[config.mk]
export PLATFORM = sky130hd
export DESIGN_NAME = beam_packet_loss_monitor_top_flat
export DESIGN_NICKNAME = d
export VERILOG_FILES = /design/src/rtl/bplm_pkg.sv /design/src/rtl/bplm_ifs.sv /design/src/rtl/beam_packet_loss_monitor_top.sv /design/src/rtl/bplm_cfg.sv /design/src/rtl/bplm_front.sv /design/src/rtl/bplm_core.sv /design/src/flat_wrapper.sv
export VERILOG_INCLUDE_DIRS = /design/src /design/src/rtl
export SDC_FILE = /design/constraint.sdc
export NUM_CORES = 1
export LEC_CHECK = 0
export BUFFER_PORTS_ARGS = -buffer_cell sky130_fd_sc_hd__buf_4
export CORE_MARGIN = 1.5
export CORE_UTILIZATION = 40
export CTS_BUF_LIST = sky130_fd_sc_hd__clkbuf_8
export DETAILED_ROUTE_END_ITERATION = 8
export SYNTH_ARGS = -nofsm -noshare
export SYNTH_HDL_FRONTEND = slang
export SYNTH_SLANG_ARGS = --single-unit
[constraint.sdc]
create_clock -name clk -period 9.2 [get_ports clk]
set_input_delay 1.38 -clock clk [delete_from_list [all_inputs] [get_ports clk]]
set_output_delay 1.38 -clock clk [all_outputs]
set_load 0.005 [all_outputs]
[src/rtl/beam_packet_loss_monitor_top_macros.svh]
// Assertion macros used by the monitor's top-level RTL.
`ifndef BEAM_PACKET_LOSS_MONITOR_TOP_MACROS_SVH
`define BEAM_PACKET_LOSS_MONITOR_TOP_MACROS_SVH

// Consequent must hold in the same cycle as the antecedent.
`define BPLM_ASSERT_NOW(label, clk, rst, ante, cons, msg) \
  label: assert property (@(posedge clk) disable iff (rst) (ante) |-> (cons)) \
    else $error(msg);

// Consequent must hold in the cycle after the antecedent.
`define BPLM_ASSERT_NEXT(label, clk, rst, ante, cons, msg) \
  label: assert property (@(posedge clk) disable iff (rst) (ante) |=> (cons)) \
    else $error(msg);

`endif

[src/rtl/bplm_pkg.sv]
package bplm_pkg;

  localparam int NUM_BEAMS  = 4;
  localparam int BEAM_W     = 2;
  localparam int LEN_W      = 16;
  localparam int WORD_W     = 32;
  localparam int CFG_ADDR_W = 4;
  localparam int CFG_DATA_W = 32;

  localparam logic [1:0] CLASS_LONG    = 2'd0;
  localparam logic [1:0] CLASS_SHORT   = 2'd1;
  localparam logic [1:0] CLASS_INVALID = 2'd2;

  localparam logic [1:0] SEQ_IN_ORDER    = 2'd0;
  localparam logic [1:0] SEQ_GAP         = 2'd1;
  localparam logic [1:0] SEQ_COUNT_ERR   = 2'd2;
  localparam logic [1:0] SEQ_NOT_CHECKED = 2'd3;

  localparam logic [1:0] REG_LONG_MIN      = 2'd0;
  localparam logic [1:0] REG_SHORT_FLOOR   = 2'd1;
  localparam logic [1:0] REG_SHORT_CEILING = 2'd2;

  localparam logic [LEN_W-1:0] LONG_MIN_RESET      = 16'd1440;
  localparam logic [LEN_W-1:0] SHORT_FLOOR_RESET   = 16'd10;
  localparam logic [LEN_W-1:0] SHORT_CEILING_RESET = 16'd1400;

  localparam logic [WORD_W-1:0] BEAM_KEYS [NUM_BEAMS] = '{
    32'h1111_1111, 32'h3333_3333, 32'h7777_7777, 32'h5555_5555
  };

  typedef struct packed {
    logic [LEN_W-1:0] long_min;
    logic [LEN_W-1:0] short_floor;
    logic [LEN_W-1:0] short_ceiling;
  } cfg_t;

  typedef struct packed {
    logic              valid;
    logic [1:0]        cls;
    logic [BEAM_W-1:0] beam;
    logic              kvalid;
    logic [WORD_W-1:0] seq;
  } stage_t;

  typedef struct packed {
    logic [1:0]        packet_class;
    logic [BEAM_W-1:0] beam_index;
    logic              key_valid;
    logic [1:0]        seq_status;
    logic [WORD_W-1:0] seq_gap;
    logic              pair_loss;
    logic [WORD_W-1:0] total_dropped;
    logic [WORD_W-1:0] total_long;
    logic [WORD_W-1:0] total_short;
    logic [WORD_W-1:0] beam_total;
  } result_t;

endpackage

[src/rtl/bplm_ifs.sv]
interface bplm_item_if;
  logic        valid;
  logic        ready;
  logic [15:0] packet_length;
  logic [31:0] beam_key;
  logic [31:0] sequence_number;

  modport source (output valid, packet_length, beam_key, sequence_number, input ready);
  modport sink (input valid, packet_length, beam_key, sequence_number, output ready);
endinterface

interface bplm_result_if;
  logic        valid;
  logic        ready;
  logic [1:0]  packet_class;
  logic [1:0]  beam_index;
  logic        key_valid;
  logic [1:0]  seq_status;
  logic [31:0] seq_gap;
  logic        pair_loss;
  logic [31:0] total_dropped;
  logic [31:0] total_long;
  logic [31:0] total_short;
  logic [31:0] beam_total;

  modport source (
    output valid, packet_class, beam_index, key_valid, seq_status, seq_gap, pair_loss,
           total_dropped, total_long, total_short, beam_total,
    input  ready
  );
  modport sink (
    input  valid, packet_class, beam_index, key_valid, seq_status, seq_gap, pair_loss,
           total_dropped, total_long, total_short, beam_total,
    output ready
  );
endinterface

[src/rtl/beam_packet_loss_monitor_top.sv]
// Datagram loss monitor. Each item transaction carries one datagram summary
// (length, beam key, sequence number) and produces exactly one result
// transaction with the datagram's class, decoded beam, sequence check and the
// running counters after that datagram. The block takes one item per clock
// cycle unless a waiting result stalls it. An item passes the input register
// that holds the length class and decoded beam, then the counter update
// that loads the result register. The per-beam sequence and count registers
// are read and written in that same update, so consecutive items on one
// beam need no stall. The length thresholds sit in the APB registers at byte
// addresses 0, 4 and 8 and should only be written while the block is idle.
`include "beam_packet_loss_monitor_top_macros.svh"

module beam_packet_loss_monitor_top (
  input  logic                             clk,
  input  logic                             rst,
  bplm_item_if.sink                        item,
  bplm_result_if.source                    result,
  input  logic                             psel,
  input  logic                             penable,
  input  logic                             pwrite,
  input  logic [bplm_pkg::CFG_ADDR_W-1:0]  paddr,
  input  logic [bplm_pkg::CFG_DATA_W-1:0]  pwdata,
  output logic [bplm_pkg::CFG_DATA_W-1:0]  prdata,
  output logic                             pready
);
  import bplm_pkg::*;

  cfg_t    cfg;
  stage_t  stage;
  result_t res;
  logic    take;

  bplm_cfg u_cfg (
    .clk     (clk),
    .rst     (rst),
    .psel    (psel),
    .penable (penable),
    .pwrite  (pwrite),
    .paddr   (paddr),
    .pwdata  (pwdata),
    .prdata  (prdata),
    .pready  (pready),
    .cfg     (cfg)
  );

  bplm_front u_front (
    .clk             (clk),
    .rst             (rst),
    .cfg             (cfg),
    .take            (take),
    .in_valid        (item.valid),
    .in_ready        (item.ready),
    .packet_length   (item.packet_length),
    .beam_key        (item.beam_key),
    .sequence_number (item.sequence_number),
    .stage           (stage)
  );

  bplm_core u_core (
    .clk       (clk),
    .rst       (rst),
    .stage     (stage),
    .take      (take),
    .out_valid (result.valid),
    .out_ready (result.ready),
    .res       (res)
  );

  assign result.packet_class  = res.packet_class;
  assign result.beam_index    = res.beam_index;
  assign result.key_valid     = res.key_valid;
  assign result.seq_status    = res.seq_status;
  assign result.seq_gap       = res.seq_gap;
  assign result.pair_loss     = res.pair_loss;
  assign result.total_dropped = res.total_dropped;
  assign result.total_long    = res.total_long;
  assign result.total_short   = res.total_short;
  assign result.beam_total    = res.beam_total;

  `BPLM_ASSERT_NEXT(a_accept_loads_stage, clk, rst, item.valid && item.ready, stage.valid, "accepted item did not reach the input register")
  `BPLM_ASSERT_NOW(a_key_only_long, clk, rst, result.valid && result.key_valid, result.packet_class == CLASS_LONG, "key reported valid on a datagram that is not long")
  `BPLM_ASSERT_NOW(a_invalid_quiet, clk, rst, result.valid && result.packet_class == CLASS_INVALID, !result.pair_loss && result.seq_status == SEQ_NOT_CHECKED && result.seq_gap == '0, "invalid datagram reported a loss or a sequence check")
  `BPLM_ASSERT_NOW(a_gap_only_on_gap, clk, rst, result.valid && result.seq_status != SEQ_GAP, result.seq_gap == '0, "sequence gap reported without gap status")

endmodule

[src/rtl/bplm_cfg.sv]
module bplm_cfg (
  input  logic                              clk,
  input  logic                              rst,
  input  logic                              psel,
  input  logic                              penable,
  input  logic                              pwrite,
  input  logic [bplm_pkg::CFG_ADDR_W-1:0]   paddr,
  input  logic [bplm_pkg::CFG_DATA_W-1:0]   pwdata,
  output logic [bplm_pkg::CFG_DATA_W-1:0]   prdata,
  output logic                              pready,
  output bplm_pkg::cfg_t                    cfg
);
  import bplm_pkg::*;

  logic [1:0] reg_idx;
  logic       wr_en;

  assign reg_idx = paddr[CFG_ADDR_W-1:2];
  assign pready  = 1'b1;
  assign wr_en   = psel && penable && pwrite;

  always_ff @(posedge clk) begin
    if (rst) begin
      cfg.long_min      <= LONG_MIN_RESET;
      cfg.short_floor   <= SHORT_FLOOR_RESET;
      cfg.short_ceiling <= SHORT_CEILING_RESET;
    end else if (wr_en) begin
      case (reg_idx)
        REG_LONG_MIN:      cfg.long_min      <= pwdata[LEN_W-1:0];
        REG_SHORT_FLOOR:   cfg.short_floor   <= pwdata[LEN_W-1:0];
        REG_SHORT_CEILING: cfg.short_ceiling <= pwdata[LEN_W-1:0];
        default: ;
      endcase
    end
  end

  always_comb begin
    prdata = '0;
    case (reg_idx)
      REG_LONG_MIN:      prdata = CFG_DATA_W'(cfg.long_min);
      REG_SHORT_FLOOR:   prdata = CFG_DATA_W'(cfg.short_floor);
      REG_SHORT_CEILING: prdata = CFG_DATA_W'(cfg.short_ceiling);
      default:           prdata = '0;
    endcase
  end

endmodule

[src/rtl/bplm_front.sv]
module bplm_front (
  input  logic                          clk,
  input  logic                          rst,
  input  bplm_pkg::cfg_t                cfg,
  input  logic                          take,
  input  logic                          in_valid,
  output logic                          in_ready,
  input  logic [bplm_pkg::LEN_W-1:0]    packet_length,
  input  logic [bplm_pkg::WORD_W-1:0]   beam_key,
  input  logic [bplm_pkg::WORD_W-1:0]   sequence_number,
  output bplm_pkg::stage_t              stage
);
  import bplm_pkg::*;

  logic [1:0]        cls_next;
  logic [BEAM_W-1:0] beam_next;
  logic              kvalid_next;
  logic              accept;

  assign in_ready = !stage.valid || take;
  assign accept   = in_valid && in_ready;

  always_comb begin
    beam_next   = '0;
    kvalid_next = 1'b0;
    if (packet_length >= cfg.long_min) begin
      cls_next = CLASS_LONG;
      for (int i = NUM_BEAMS - 1; i >= 0; i--) begin
        if (beam_key == BEAM_KEYS[i]) begin
          beam_next   = BEAM_W'(i);
          kvalid_next = 1'b1;
        end
      end
    end else if (packet_length > cfg.short_floor && packet_length < cfg.short_ceiling) begin
      cls_next = CLASS_SHORT;
    end else begin
      cls_next = CLASS_INVALID;
    end
  end

  always_ff @(posedge clk) begin
    if (rst) begin
      stage.valid <= 1'b0;
    end else begin
      if (accept) begin
        stage.valid  <= 1'b1;
        stage.cls    <= cls_next;
        stage.beam   <= beam_next;
        stage.kvalid <= kvalid_next;
        stage.seq    <= sequence_number;
      end else if (take) begin
        stage.valid <= 1'b0;
      end
    end
  end

endmodule

[src/rtl/bplm_core.sv]
module bplm_core (
  input  logic               clk,
  input  logic               rst,
  input  bplm_pkg::stage_t   stage,
  output logic               take,
  output logic               out_valid,
  input  logic               out_ready,
  output bplm_pkg::result_t  res
);
  import bplm_pkg::*;

  logic [WORD_W-1:0] last_seq   [NUM_BEAMS];
  logic [WORD_W-1:0] beam_cnt   [NUM_BEAMS];
  logic [WORD_W-1:0] long_cnt;
  logic [WORD_W-1:0] short_cnt;
  logic [WORD_W-1:0] drop_cnt;

  logic [WORD_W-1:0] long_cnt_next;
  logic [WORD_W-1:0] short_cnt_next;
  logic [WORD_W-1:0] drop_cnt_next;
  logic [WORD_W-1:0] beam_cnt_next;
  logic [WORD_W-1:0] expected;
  logic [WORD_W-1:0] long_inc;
  logic [WORD_W-1:0] short_inc;
  logic [WORD_W-1:0] excess;
  logic [WORD_W-1:0] gap;
  logic [1:0]        status;
  logic              ploss;
  result_t           res_next;

  assign take      = stage.valid && (!out_valid || out_ready);
  assign expected  = last_seq[stage.beam] + WORD_W'(1);
  assign long_inc  = long_cnt + WORD_W'(1);
  assign short_inc = short_cnt + WORD_W'(1);

  always_comb begin
    long_cnt_next  = long_cnt;
    short_cnt_next = short_cnt;
    beam_cnt_next  = beam_cnt[stage.beam];
    excess         = '0;
    gap            = '0;
    status         = SEQ_NOT_CHECKED;
    ploss          = 1'b0;
    case (stage.cls)
      CLASS_LONG: begin
        long_cnt_next = long_inc;
        if (stage.kvalid) begin
          beam_cnt_next = beam_cnt[stage.beam] + WORD_W'(1);
        end
        if (long_inc > short_inc) begin
          excess         = long_inc - short_inc;
          short_cnt_next = long_cnt;
          ploss          = 1'b1;
        end
        if (expected == stage.seq) begin
          status = SEQ_IN_ORDER;
        end else if (expected < stage.seq) begin
          status = SEQ_GAP;
          gap    = stage.seq - expected;
        end else begin
          status = SEQ_COUNT_ERR;
        end
      end
      CLASS_SHORT: begin
        short_cnt_next = short_inc;
        if (long_cnt < short_inc) begin
          excess        = short_inc - long_cnt;
          long_cnt_next = short_inc;
          ploss         = 1'b1;
        end
      end
      default: ;
    endcase
    drop_cnt_next = drop_cnt + excess + gap;

    res_next.packet_class  = stage.cls;
    res_next.beam_index    = stage.beam;
    res_next.key_valid     = stage.kvalid;
    res_next.seq_status    = status;
    res_next.seq_gap       = gap;
    res_next.pair_loss     = ploss;
    res_next.total_dropped = drop_cnt_next;
    res_next.total_long    = long_cnt_next;
    res_next.total_short   = short_cnt_next;
    res_next.beam_total    = beam_cnt_next;
  end

  always_ff @(posedge clk) begin
    if (rst) begin
      for (int i = 0; i < NUM_BEAMS; i++) begin
        last_seq[i] <= '0;
        beam_cnt[i] <= '0;
      end
      long_cnt  <= '0;
      short_cnt <= '0;
      drop_cnt  <= '0;
    end else if (take) begin
      long_cnt             <= long_cnt_next;
      short_cnt            <= short_cnt_next;
      drop_cnt             <= drop_cnt_next;
      beam_cnt[stage.beam] <= beam_cnt_next;
      if (stage.cls == CLASS_LONG) begin
        last_seq[stage.beam] <= stage.seq;
      end
    end
  end

  always_ff @(posedge clk) begin
    if (rst) begin
      out_valid <= 1'b0;
    end else if (take) begin
      out_valid <= 1'b1;
    end else if (out_ready) begin
      out_valid <= 1'b0;
    end
  end

  always_ff @(posedge clk) begin
    if (take) begin
      res <= res_next;
    end
  end

endmodule

[src/flat_wrapper.sv]
// flat-port wrapper written by rule: the top's interface ports become plain ports
module beam_packet_loss_monitor_top_flat import bplm_pkg::*;
  (clk, rst, psel, penable, pwrite, paddr, pwdata, prdata, pready, item_valid, item_packet_length, item_beam_key, item_sequence_number, item_ready, result_valid, result_packet_class, result_beam_index, result_key_valid, result_seq_status, result_seq_gap, result_pair_loss, result_total_dropped, result_total_long, result_total_short, result_beam_total, result_ready);
  bplm_item_if item_i ();
  bplm_result_if result_i ();
  input  logic clk;
  input  logic rst;
  input  logic psel;
  input  logic penable;
  input  logic pwrite;
  input  logic [bplm_pkg::CFG_ADDR_W-1:0] paddr;
  input  logic [bplm_pkg::CFG_DATA_W-1:0] pwdata;
  output logic [bplm_pkg::CFG_DATA_W-1:0] prdata;
  output logic pready;
  input wire logic [$bits(item_i.valid)-1:0] item_valid;
  input wire logic [$bits(item_i.packet_length)-1:0] item_packet_length;
  input wire logic [$bits(item_i.beam_key)-1:0] item_beam_key;
  input wire logic [$bits(item_i.sequence_number)-1:0] item_sequence_number;
  output wire logic [$bits(item_i.ready)-1:0] item_ready;
  output wire logic [$bits(result_i.valid)-1:0] result_valid;
  output wire logic [$bits(result_i.packet_class)-1:0] result_packet_class;
  output wire logic [$bits(result_i.beam_index)-1:0] result_beam_index;
  output wire logic [$bits(result_i.key_valid)-1:0] result_key_valid;
  output wire logic [$bits(result_i.seq_status)-1:0] result_seq_status;
  output wire logic [$bits(result_i.seq_gap)-1:0] result_seq_gap;
  output wire logic [$bits(result_i.pair_loss)-1:0] result_pair_loss;
  output wire logic [$bits(result_i.total_dropped)-1:0] result_total_dropped;
  output wire logic [$bits(result_i.total_long)-1:0] result_total_long;
  output wire logic [$bits(result_i.total_short)-1:0] result_total_short;
  output wire logic [$bits(result_i.beam_total)-1:0] result_beam_total;
  input wire logic [$bits(result_i.ready)-1:0] result_ready;
  assign item_i.valid = item_valid;
  assign item_i.packet_length = item_packet_length;
  assign item_i.beam_key = item_beam_key;
  assign item_i.sequence_number = item_sequence_number;
  assign item_ready = item_i.ready;
  assign result_valid = result_i.valid;
  assign result_packet_class = result_i.packet_class;
  assign result_beam_index = result_i.beam_index;
  assign result_key_valid = result_i.key_valid;
  assign result_seq_status = result_i.seq_status;
  assign result_seq_gap = result_i.seq_gap;
  assign result_pair_loss = result_i.pair_loss;
  assign result_total_dropped = result_i.total_dropped;
  assign result_total_long = result_i.total_long;
  assign result_total_short = result_i.total_short;
  assign result_beam_total = result_i.beam_total;
  assign result_i.ready = result_ready;
  beam_packet_loss_monitor_top u_core (.clk(clk), .rst(rst), .item(item_i), .result(result_i), .psel(psel), .penable(penable), .pwrite(pwrite), .paddr(paddr), .pwdata(pwdata), .prdata(prdata), .pready(pready));
endmodule
==> out/qor.yml <==
logic_synthesis:
  ys_async_sr_fraction_pct: 0
  yosys-top-cells-count: "462 x nand2_1, 461 x edfxtp_1, 369 x nor2_1"
  yosys_warnings: 0
  synth_ff_type: "edfxtp_1"
  synth_edf_count: 461
  synth_seq_cells: 607
  synthCells: 3459
  yosys.area.top_type: "edfxtp_1"
  synth_area_leaders: "edfxtp_1 40%, dfxtp_1 8.4%, ha_1 6.3%"
  synthMostInstantiatedCell: "nand2_1"
  avgSynthCellArea_sq_um: 10.11
  synth_seq_area_share_pct: 47.93
  synth_top_area_share_pct: 39.58
  syn-cell-area_sq_um: 34980
  ys_types: 86
power_and_ir_drop:
  p_int_mw: 4.963
  p_clk_share_pct: 33.4
  p_leak_nw: 16.22
  combPwrFrac_pct: 22.0
  switchingPower_mw: 2.201
  power_density_nw_per_um2: 177.0
  ir_drop_v: 0.0001013
  seqPwrFrac_pct: 44.6
  swShare_pct: 30.73
cts:
  htree_levels: 3
  cts_tree: "done"
  clock_path_buffers: 3
  clock-sinks: 607
  clk_latency_ns: 0.76
  path_clk_slew_ns: 0.06
  cts_root_buf: "clkbuf_8"
  cts_inserted_buffers: 103
timing:
  worst_slew_pin_slew_ns: 1.060
  hold_viol_final: 0
  slew_headroom_pct: 29.25
  skew_ns: 0.04970
  fin_crit_ns: 8.673
  rsz0062_at_grt: "no"
  slew_viol_final: 0
  period_share_pct: 94.27
  finalSetupTns_ns: 0
  setup_viol: 0
  max_freq_mhz: 115.3
die:
  rows: 108
  ioPinCount: 326
  die_width_um: 298.7
  initial_core_util_pct: 40.32
  die_h_um: 298.7
  core_sq_um: 86750
  die_area_sq_um: 89230
cells_and_area:
  syn2layout_area_growth_pct: 15.69
  nets: 4093
  drive_above_1_share_pct: 15.99
  stdcell_count: 5002
  num-fill-cells: 8283
critical_path:
  cp_data_required_time_ns: 9.66
  crit_type: "flip-flop to flip-flop"
  cp-end-kind: "flip-flop"
  path_common_cell: "o21ai_0"
  r2r_cells: 34
  start_kind: "flip-flop"
  cp_max_fo: 8
  arrival_ns: 9.14
  max_stage_delay_ns: 0.59
  slowest_stage: "or4_1"
place:
  dp_cells: 4803
  port-buffer-count: 290
  hpwl_mm: 68.73
  globalplace.congestion: 0.8909
drt:
  drt_wl_total_mm: 98.35
  first_pass_iters: 5
  vias: 26720
  drtIter0Drc: 1899
  drcViolationCount: 0
  vias_per_cell: 5.341
  ant_nets: 0
  wl_per_cell_um: 19.66
run_status:
  outcome: "completed"
grt:
  grt_overflow: 0
  antenna_found_initial: 3
  grt_pass1_vias: 25970
  grt_max_degree: 80
  grt_usage_pct: 21.71
  grt_pass1_wl_mm: 150.9
worst_hold_path:
  hp-class: "flip-flop to flip-flop"
  hold-path-cell-count: 2
run:
  drv_cap: 0
-- final cells by class --
class | count | area, sq um | share of cell area, %
flip-flops and latches | 607 | 16770 | 41.43
multi-input cells | 2432 | 16610 | 41.05
repair buffers | 345 | 2590 | 6.400
clock buffers | 111 | 1528 | 3.775
well taps | 1155 | 1445 | 3.571
inverters | 270 | 1021 | 2.523
clock inverters | 81 | 505.5 | 1.249
diodes | 1 | 2.502 | 0.006184
-- routing by layer --
layer	GRT usage (%)	vias up	part of all wire, %	wire [um]
met5	0	-	0.026	26
met4	5.964	4	1.9	1853
met3	4.042	118	6.5	6403
met2	35.71	762	48	46810
met1	29.33	12970	44	43260
li1	-	12870	-	-
-- worst paths after layout --
path                                   start                         to  slack (ns)
setup reg to reg  u_core.u_core.short_cnt[0]     u_core.u_core.res[118]        0.53
setup / recovery  u_core.u_core.short_cnt[0]     u_core.u_core.res[118]        0.53
hold reg to reg    u_core.u_core.drop_cnt[5]  u_core.u_core.drop_cnt[5]        0.45
hold / removal     u_core.u_core.drop_cnt[5]  u_core.u_core.drop_cnt[5]        0.45
-- registers in the layout (all words and copies together), names as in the netlist --
register	cells
u_core.u_core.beam_cnt	128
u_core.u_cfg.cfg	48
u_core.u_core.out_valid	1
u_core.u_core.long_cnt	32
u_core.u_core.short_cnt	32
u_core.u_core.res	168
u_core.u_front.stage	38
u_core.u_core.last_seq	128
u_core.u_core.drop_cnt	32
-- cell usage in the layout (no fill, tap or decap), types with 87 or more instances in the layout --
cell type and count:
o21ai_0 112, xor2_1 87, nand2_1 457, inv_1 309
ha_1 176, buf_4 345, dfxtp_1 146, nor2_1 369
xnor2_1 137, clkbuf_8 111, edfxtp_1 461, a21oi_1 254
-- timing repair --
action / in CTS / in global routing
hold buffers: 0 / 0
resized for setup: 0 / 5
setup buffers: 0 / 6
endpoints found under the setup margin: 0 / 16
hold endpoints to repair: 0 / 0
-- power groups by stage --
stage | Combinational (mW) | Clock, mW | Sequential [mW]
floorplan | 1.07 | 0 | 3.23
global placement | 1.55 | 0 | 3.25
detailed placement | 1.56 | 0 | 3.25
CTS | 1.57 | 2.47 | 3.20
global route | 1.73 | 2.60 | 3.21
finish | 1.57 | 2.39 | 3.20
-- stage by stage --
step / power (mW) / setup slack [ns] / area (sq um) / hold slack [ns] / utilization, %
final: 7.164 / 0.5270 / 40470 / 0.4543 / 46.65
after global routing: 7.534 / 0.05493 / 40470 / 0.4682 / 46.65
after CTS: 7.238 / 0.1604 / 40410 / 0.4563 / 46.57
after detailed placement: 4.809 / 0.2083 / 38370 / 0.4477 / 44.23
after global placement: 4.798 / 0.3225 / 38370 / 0.4423 / 44.23
after floorplan: 4.305 / 1.421 / 35040 / 0.4206 / -
-- kinds of logic (layout without fill, tap and decap cells) --
| family | count (synthesis) | after routing | synth area share, % |
|---|---|---|---|
| AND/OR/NAND/NOR | 1150 | 1150 | 14.49 |
| AO/OA/AOI/OAI | 738 | 738 | 13.61 |
| flip-flops | 607 | 607 | 47.93 |
| buffers and inverters | 435 | 807 | 5.072 |
| XOR/XNOR | 227 | 227 | 5.798 |
| adder cells (fa/ha/maj) | 212 | 212 | 8.327 |
| multiplexers | 88 | 88 | 4.750 |
| other | 2 | 18 | 0.02147 |
-- worst max-delay path, delay by kind of cell, from the launching register on --
family,cells,cell delay [ns]
compound gates,10,2.09
fa+ha+maj,4,1.57
simple gates,15,3.32
xor+xnor,2,0.32
buf+inv,3,0.57
flops,1,0.54
No activity file was read; power rests on OpenSTA's default activity.
